===== src/rtl/ncdf_pkg.sv =====
`timescale 1ns / 1ps
// Shared widths, fixed-point constants and types for the normal CDF unit.
// Used by every module of the block; depends on nothing.
package ncdf_pkg;

  localparam int XW = 16;
  localparam int PW = 16;
  localparam int QF = 30;
  localparam int AW = 17;
  localparam int DENW = 30;
  localparam int KW = 31;
  localparam int TW = 33;
  localparam int MW = 32;
  localparam int PMW = MW + KW;
  localparam int ROMW = 29;
  localparam int ROM_DEPTH = 2049;
  localparam int IDXW = 12;
  localparam int FRW = 4;
  localparam int STEPS = 5;

  localparam logic [63:0] ONE64 = 64'd1073741824;
  localparam logic [63:0] DEC_RND = 64'd500000000;
  localparam logic [63:0] DEC_SCALE = 64'd1000000000;
  localparam logic [63:0] HALF_Q30 = 64'd536870912;

  localparam logic [13:0] SLOPE_Q16 =
    14'((64'd231641900 * 64'd65536 + DEC_RND) / DEC_SCALE);
  localparam logic [31:0] INV_SQRT2PI =
    32'((64'd398942280 * ONE64 + DEC_RND) / DEC_SCALE);
  localparam logic [31:0] B1_MAG = 32'((64'd319381530 * ONE64 + DEC_RND) / DEC_SCALE);
  localparam logic [31:0] B2_MAG = 32'((64'd356563782 * ONE64 + DEC_RND) / DEC_SCALE);
  localparam logic [31:0] B3_MAG = 32'((64'd1781477937 * ONE64 + DEC_RND) / DEC_SCALE);
  localparam logic [31:0] B4_MAG = 32'((64'd1821255978 * ONE64 + DEC_RND) / DEC_SCALE);
  localparam logic [31:0] B5_MAG = 32'((64'd1330274429 * ONE64 + DEC_RND) / DEC_SCALE);

  localparam logic signed [TW-1:0] COEF_B1 = $signed({1'b0, B1_MAG});
  localparam logic signed [TW-1:0] COEF_B2 = -$signed({1'b0, B2_MAG});
  localparam logic signed [TW-1:0] COEF_B3 = $signed({1'b0, B3_MAG});
  localparam logic signed [TW-1:0] COEF_B4 = -$signed({1'b0, B4_MAG});
  localparam logic signed [TW-1:0] COEF_B5 = $signed({1'b0, B5_MAG});

  localparam logic [DENW-1:0] DEN_ONE = DENW'(64'd1 << 28);
  localparam logic [DENW-1:0] REM_INIT = DENW'(64'd1 << 27);
  localparam logic [IDXW-1:0] ROM_TOP = IDXW'(2048);
  localparam logic [QF:0] ONE_Q = (QF+1)'(ONE64);
  localparam logic [3:0] TAYLOR_TERMS = 4'd12;
  localparam logic [2:0] LAST_SQUARE = 3'd4;
  localparam logic [4:0] DIV_LAST = 5'(QF);

  typedef struct packed {
    logic            neg;
    logic [IDXW-1:0] idx;
    logic [FRW-1:0]  frac;
  } side_t;

  typedef struct packed {
    logic          neg;
    logic [KW-1:0] poly;
  } tag_t;

  function automatic logic signed [TW-1:0] horner_coef(input int unsigned step);
    case (step)
      0: return COEF_B4;
      1: return COEF_B3;
      2: return COEF_B2;
      3: return COEF_B1;
      default: return '0;
    endcase
  endfunction

endpackage


===== src/rtl/ncdf_recip.sv =====
`timescale 1ns / 1ps
// Absolute value, denominator and pipelined restoring divider for k.
// One quotient bit per stage; depends on ncdf_pkg.
module ncdf_recip
  import ncdf_pkg::*;
(
  input  logic                 clk,
  input  logic                 rst_n,
  input  logic                 en,
  input  logic                 in_vld,
  input  logic signed [XW-1:0] in_x,
  output logic                 out_vld,
  output logic [KW-1:0]        out_k,
  output side_t                out_side
);

  localparam int NS = KW;

  logic              neg;
  logic [AW-1:0]     mag;
  logic [AW+13:0]    slope_prod;
  logic [DENW-1:0]   den_nxt;
  side_t             side_nxt;
  logic [NS:0]       v_r;
  logic [DENW-1:0]   den_r [0:NS-1];
  logic [DENW-1:0]   rem_r [0:NS-1];
  logic [KW-1:0]     lo_r  [0:NS-1];
  logic [KW-1:0]     q_r   [0:NS];
  side_t             side_r [0:NS];

  assign neg        = in_x[XW-1];
  assign mag        = neg ? (AW'(17'h10000) - {1'b0, in_x}) : {1'b0, in_x};
  assign slope_prod = mag * SLOPE_Q16;
  assign den_nxt    = DEN_ONE + DENW'(slope_prod);
  assign side_nxt   = '{neg: neg, idx: IDXW'(mag >> FRW), frac: mag[FRW-1:0]};

  always_ff @(posedge clk) begin
    if (!rst_n) begin
      v_r <= '0;
    end else if (en) begin
      v_r <= {v_r[NS-1:0], in_vld};
    end
  end

  always_ff @(posedge clk) begin
    if (en) begin
      den_r[0]  <= den_nxt;
      rem_r[0]  <= REM_INIT;
      lo_r[0]   <= {2'b00, den_nxt[DENW-1:1]};
      q_r[0]    <= '0;
      side_r[0] <= side_nxt;
    end
  end

  for (genvar s = 1; s <= NS; s++) begin : g_div
    logic [DENW:0] trial;
    logic          ge;
    assign trial = {rem_r[s-1], lo_r[s-1][KW-1]};
    assign ge    = trial >= {1'b0, den_r[s-1]};

    always_ff @(posedge clk) begin
      if (en) begin
        q_r[s]    <= {q_r[s-1][KW-2:0], ge};
        side_r[s] <= side_r[s-1];
      end
    end

    if (s < NS) begin : g_carry
      always_ff @(posedge clk) begin
        if (en) begin
          rem_r[s] <= ge ? DENW'(trial - {1'b0, den_r[s-1]}) : DENW'(trial);
          lo_r[s]  <= {lo_r[s-1][KW-2:0], 1'b0};
          den_r[s] <= den_r[s-1];
        end
      end
    end
  end

  assign out_vld  = v_r[NS];
  assign out_k    = q_r[NS];
  assign out_side = side_r[NS];

endmodule


===== config.mk =====
export PLATFORM = sky130hd
export DESIGN_NAME = ncdf_recip
export DESIGN_NICKNAME = d
export VERILOG_FILES = /design/src/rtl/ncdf_pkg.sv /design/src/rtl/ncdf_recip.sv
export SDC_FILE = /design/constraint.sdc
export NUM_CORES = 2
export LEC_CHECK = 0
export CAP_MARGIN = 10
export CORE_ASPECT_RATIO = 1.4
export CORE_MARGIN = 1.5
export CORE_UTILIZATION = 57
export DETAILED_ROUTE_END_ITERATION = 12
export DONT_BUFFER_PORTS = 1
export PLACE_DENSITY = 0.72
export SLEW_MARGIN = 40
export SYNTH_ARGS = -nofsm -noshare
export SYNTH_HDL_FRONTEND = slang
export SYNTH_MEMORY_MAX_BITS = 65536
export SYNTH_SLANG_ARGS = --single-unit

===== constraint.sdc =====
create_clock -name clk -period 8.9 [get_ports clk]
set_clock_uncertainty 0.1 [all_clocks]
set_input_delay 0 -clock clk [delete_from_list [all_inputs] [get_ports clk]]
set_output_delay 0 -clock clk [all_outputs]
set_load 0.005 [all_outputs]

Yosys cells after proc, flatten, opt, wreduce, memory -nomap -nowiden:

Memories as Yosys holds them, arrays and structs flattened.
Cells that the tools add are included.

* register bits after elaboration: 32
* memory bits (writable): 4357
* bits of input ports: 20
* output and inout port bits: 49
* word-level logic and storage cells: 103
* memories: 5

* add/subtract/negate cells: 32
* multiply operators: 1
* magnitude comparators: 31
* mux-type cells: 33

Memory list
* q_r: depth 32, bits a word 31, rd ports 32, clocked after memory_dff 0, write ports 32, RTL line ncdf_recip.sv:28 `logic [KW-1:0] q_r [0:NS];`
* lo_r: depth 31, bits a word 31, rd ports 31, clocked after memory_dff 0, write ports 31, RTL line ncdf_recip.sv:27 `logic [KW-1:0] lo_r [0:NS-1];`
* den_r: depth 31, bits a word 30, rd ports 31, clocked after memory_dff 0, write ports 31, RTL line ncdf_recip.sv:25 `logic [DENW-1:0] den_r [0:NS-1];`
* rem_r: depth 31, bits a word 30, rd ports 31, clocked after memory_dff 0, write ports 31, RTL line ncdf_recip.sv:26 `logic [DENW-1:0] rem_r [0:NS-1];`
* side_r: depth 32, bits a word 17, rd ports 32, clocked after memory_dff 0, write ports 32, RTL line ncdf_recip.sv:29 `side_t side_r [0:NS];`

Operator list (count)
* greater-or-equal comparator 31 x 30 -> 1 bit: 31
* 2-to-1 mux 30 bit: 30
* subtractor 30 bit: 30
* adder 29 x 30 -> 30 bit, first input constant: 1
* multiplier 17 x 14 -> 30 bit, second input constant: 1
* 2-to-1 mux 17 bit: 1
* subtractor 17 x 16 -> 17 bit, first input constant: 1
* 2-to-1 mux 1 bit: 2

Longest topological paths before layout:

* depth after elaboration: 4
* depth in mapped cells: 29
* depth with buffers taken out: 29

Worst setup path after synthesis:

No wires, ideal clock.

* path type: input-to-reg
* from: in in_x[1]
* to: mem lo_r[0][28], data pin
* setup time: 260 ps
* arrival: 6193 ps
* data required time: 8540 ps
* path slack: 2347 ps
* cell stages on the path: 26
* path buffers: 0
* path through: inv_1 > ha_1 > nand2_1 > or3_1 > o31a_1 > xor2_1 > inv_1 > fa_1 > fa_1 > inv_1 > fa_1 > inv_1 > fa_1 > inv_1 > fa_1 > ha_1 > ha_1 > and3_1 > a211o_1 > a31oi_1 > o21ai_0 > nor4_1 > nor3_1 > a21o_1 > a21oi_1 > xnor2_1

RTL lines
* start: declaration: RTL line ncdf_recip.sv:11 `input logic signed [XW-1:0] in_x,`
* end: declaration: RTL line ncdf_recip.sv:27

==> impl_summary.md <==
Global routing
The number of global-route vias before repair is about 91000. The first global-routing pass estimated 502000 um of wire. The global-route total usage across every layer is 0.246.

The largest net degree at the start of global routing is ~170. The total overflow left after global routing is 0. The initial antenna violation count is 4.

Synthesis
The count of flip-flops with a built-in enable after synthesis is roughly 2800. The portion of synthesized cell area occupied by the leading cell type is 0.576. The Yosys step of the flow raised 0 warnings. The mean instance size in the synthesized netlist is 12.3 um2. The fraction of registers with async set or reset after synthesis is 0.

In the synthesized netlist the dominant register cell turns out to be sky130_fd_sc_hd__edfxtp_1. The post-synthesis register bit count is between 2000 and 3000. By area the synthesized netlist is led by sky130_fd_sc_hd__edfxtp_1 58%, sky130_fd_sc_hd__ha_1 8.7%, sky130_fd_sc_hd__inv_1 3.2%. The summed instance area of the synthesized netlist is about 150000 um2. The sequential element share of the synthesized area is 0.580. The most area-hungry cell type in the Yosys netlist is sky130_fd_sc_hd__edfxtp_1. The number of cells produced by synthesis is about 12000.

The distinct cell type count after synthesis is 94.

STA
The number of slew-limit violations in the final report is 0. The final period demand of the worst path is 8.23 ns. Static timing analysis puts the maximum clock frequency at around 120 MHz. The worst setup slack after layout is about 0.67 ns. Headroom to the max-slew limit came out at 0.368. Summed over all failing endpoints, the final setup total negative slack is 0 ns. At the pin with the least slew margin, the transition time is 0.948 ns. Setup repair after global routing left no endpoint under its margin. In the finished design, the share of the clock period the worst path needs comes to 0.925. The number of hold violations in the final report is 0. Setup violations remaining at the end of the flow were counted as 0.

Power
In this run the power density over the cells is 392 nW/um2. The maximum vdd drop is about 560 uV. In this run the static leakage power is around 65 nW. The design draws roughly 63 mW.

Critical path
STA classifies the critical path endpoint as a register. The cell at the slowest stage of the critical path is sky130_fd_sc_hd__dlygate4sd3_1. The critical path contains buffers and inverters numbering 9 combined. At the worst endpoint, the required time is 9.40 ns. The cell occurring most often along the worst timing path is sky130_fd_sc_hd__inv_1.

The type of origin of the critical path is an input pin. The kind of cell with the highest combined delay on the critical path is adder cells. For the worst setup path, the data arrival time is roughly 8.7 ns. The largest fanout on the critical path is 6. The critical path is of the in2reg type.

For this run, the slowest stage of the critical path takes around 0.76 ns.

Finish
The number of nets in the layout is between 10000 and 15000. Of the cells placed in the final design, the portion with a size suffix greater than 1 is 0.0756. For this run, the share of the core covered by cells in the final layout is 0.627. The non-filler instance count after layout is about 16000. The area growth from synthesis to final layout is 9.60%.

Placement
The number of placed cells counting well taps is roughly 15000. The worst setup slack before clock tree synthesis is approximately 1.3 ns. Detailed placement finished with a half-perimeter wire length of roughly 240000 um. At the end of routability-driven placement, the weighted congestion stood at 0.988. The count of buffers inserted at the top-level ports is 0.

Route
Dividing the detail-routed wire length by the instance count gives ~21 um. The total number of vias is 90500. The final layout contains routed wiring with a total length of between 300000 and 400000 um. In this run, the number of DRC markers left after iteration 0 of detailed routing was around 6000. The first-pass iteration count of the detailed router is 7.

The post-route antenna net violation count is 0. The total DRC errors in the routed layout is 0. The number of vias per cell after detailed routing is slightly below 6.

Min path
The path class of the tightest hold or removal check is in2reg.

Floorplan
After floorplanning, the core was sized to cover approximately 260000 um2. The floorplan step defined a die boundary enclosing about 260000 um2. During I/O placement, the number of pins put on the boundary was just under 70. From left edge to right edge, the die measures 431 um. In this run the core area contains 220 standard-cell rows. For this configuration, the core starts out at a cell density of 0.572. In this run the vertical extent of the chip is ~600 um.

CTS
CTS saw approximately 2800 sinks. In this run the post-CTS setup repair buffer count came out at 0. The tree is rooted in a sky130_fd_sc_hd__clkbuf_16. Clock latency on the worst-skew pair, taken at its later pin, is 0.90 ns. The largest buffer count on any clock path is 4.

The level count of the clock H-tree is 5. The clock-pin slew of the registers on the worst-case setup and hold paths is around 0.060 ns. The number of buffers created by CTS is ~290.

TritonCTS built the clock tree.

Flow run
Across the run, the number of max-cap violations was 0.

Status
The run finished with clean final reports.
==> where the power goes <==
| group | switching [mW] | leakage (nW) | total (mW) | internal (mW) |
|---|---|---|---|---|
| Sequential | 2.03 | 27.7 | 21.7 | 19.6 |
| Combinational | 16.5 | 32.6 | 29.0 | 12.5 |
| Clock | 5.11 | 4.60 | 12.2 | 7.11 |
==> cell families after synthesis <==
group                      after synthesis  synth area share
xor gates and xnor gates               807            0.0483
AOI/OAI and AO/OA                     2835             0.120
other                                    2         0.0000513
and+or+nand+nor                       2318            0.0751
buffers and inverters                 1543            0.0418
adders and majority gates             1141             0.104
muxes                                  401            0.0307
DFF                                   2840             0.580
==> worst min-delay path, stage by stage <==
cell                            delay, ns
sky130_fd_sc_hd__dlygate4sd3_1       0.53
sky130_fd_sc_hd__buf_2               0.26
sky130_fd_sc_hd__nor2b_1             0.18
==> Yosys cell counts, types with 120 or more instances <==
cell type,count
sky130_fd_sc_hd__ha_1,1018
sky130_fd_sc_hd__fa_1,123
sky130_fd_sc_hd__a21o_1,472
sky130_fd_sc_hd__nand3_1,176
sky130_fd_sc_hd__inv_1,1256
sky130_fd_sc_hd__xnor2_1,496
sky130_fd_sc_hd__nor2b_1,162
sky130_fd_sc_hd__clkbuf_1,172
sky130_fd_sc_hd__nand2b_1,120
sky130_fd_sc_hd__nand2_1,725
sky130_fd_sc_hd__mux2_2,315
sky130_fd_sc_hd__o21ai_0,673
sky130_fd_sc_hd__nor2_1,596
sky130_fd_sc_hd__edfxtp_1,2808
sky130_fd_sc_hd__a21oi_1,932
sky130_fd_sc_hd__xor2_1,311
==> worst paths after layout <==
| check | start | end | slack [ns] | cells after the start |
|---|---|---|---|---|
| max | in_x[0] | lo_r[0][28]$_DFFE_PP_ | 0.67 | 32 |
| max reg2reg | den_r[25][1]$_DFFE_PP_ | rem_r[6][68]$_DFFE_PP_ | 3.93 | 13 |
| min | rst_n | v_r[31]$_SDFFE_PN0P_ | 0.05 | 3 |
| min reg2reg | q_r[6][99]$_DFFE_PP_ | q_r[7][7]$_DFFE_PP_ | 0.27 | 0 |
==> registers in the layout, indices dropped and copies added (netlist names) <==
signal,flops
v_r,32
lo_r,3
den_r,927
rem_r,900
side_r,482
q_r,496
==> layout make-up <==
type	count	area (um2)
Fill cell	19300	95500
Sequential cell	2840	85000
Multi-Input combinational cell	7508	55700
Clock buffer	349	7700
Inverter	1257	4720
Tap cell	3330	4170
Clock inverter	171	1790
Timing Repair Buffer	105	1500
Antenna cell	2	5.00
==> timing repair <==
action	in CTS	in global routing
hold buffers	32	2
resized for setup	0	0
endpoints found under the hold margin	443	104
==> routing by layer <==
metal / routed length (um) / vias up / part of all wire / track usage
li1: - / 43600 / - / -
met1: 122000 / 44000 / 0.38 / 0.275
met2: 171000 / 2124 / 0.53 / 0.452
met3: 12200 / 769 / 0.038 / 0.0295
met4: 19200 / 0 / 0.059 / 0.133
met5: 0 / - / 0 / 0
==> per-stage QoR <==
step | hold slack, ns | cell area (um2)
after floorplan | -0.00113 | 146000
after global placement | -0.000333 | 150000
after detailed placement | -0.000560 | 151000
after CTS | 0.0354 | 160000
after global routing | 0.0577 | 161000
final | 0.0516 | 161000
==> cells in the final DEF, fill, tap and decap left out, types with 53 or more instances in the layout <==
| cell type | n |
|---|---|
| sky130_fd_sc_hd__nor3_1 | 118 |
| sky130_fd_sc_hd__nor2b_1 | 161 |
| sky130_fd_sc_hd__clkbuf_16 | 300 |
| sky130_fd_sc_hd__inv_1 | 1256 |
| sky130_fd_sc_hd__nand4_1 | 109 |
| sky130_fd_sc_hd__a21oi_1 | 930 |
| sky130_fd_sc_hd__mux2i_1 | 67 |
| sky130_fd_sc_hd__nand3_1 | 176 |
| sky130_fd_sc_hd__a31oi_1 | 74 |
| sky130_fd_sc_hd__and3_1 | 82 |
| sky130_fd_sc_hd__o21a_1 | 107 |
| sky130_fd_sc_hd__edfxtp_1 | 2808 |
| sky130_fd_sc_hd__nor2_1 | 596 |
| sky130_fd_sc_hd__fa_1 | 123 |
| sky130_fd_sc_hd__o21ai_0 | 672 |
| sky130_fd_sc_hd__o21bai_1 | 104 |
| sky130_fd_sc_hd__ha_1 | 1018 |
| sky130_fd_sc_hd__a211oi_1 | 66 |
| sky130_fd_sc_hd__nand2b_1 | 120 |
| sky130_fd_sc_hd__mux2_2 | 315 |
| sky130_fd_sc_hd__nand2_1 | 725 |
| sky130_fd_sc_hd__xor2_1 | 311 |
| sky130_fd_sc_hd__a21o_1 | 472 |
| sky130_fd_sc_hd__clkinv_1 | 53 |
| sky130_fd_sc_hd__xnor2_1 | 494 |
(Power assumes the default switching activity.)
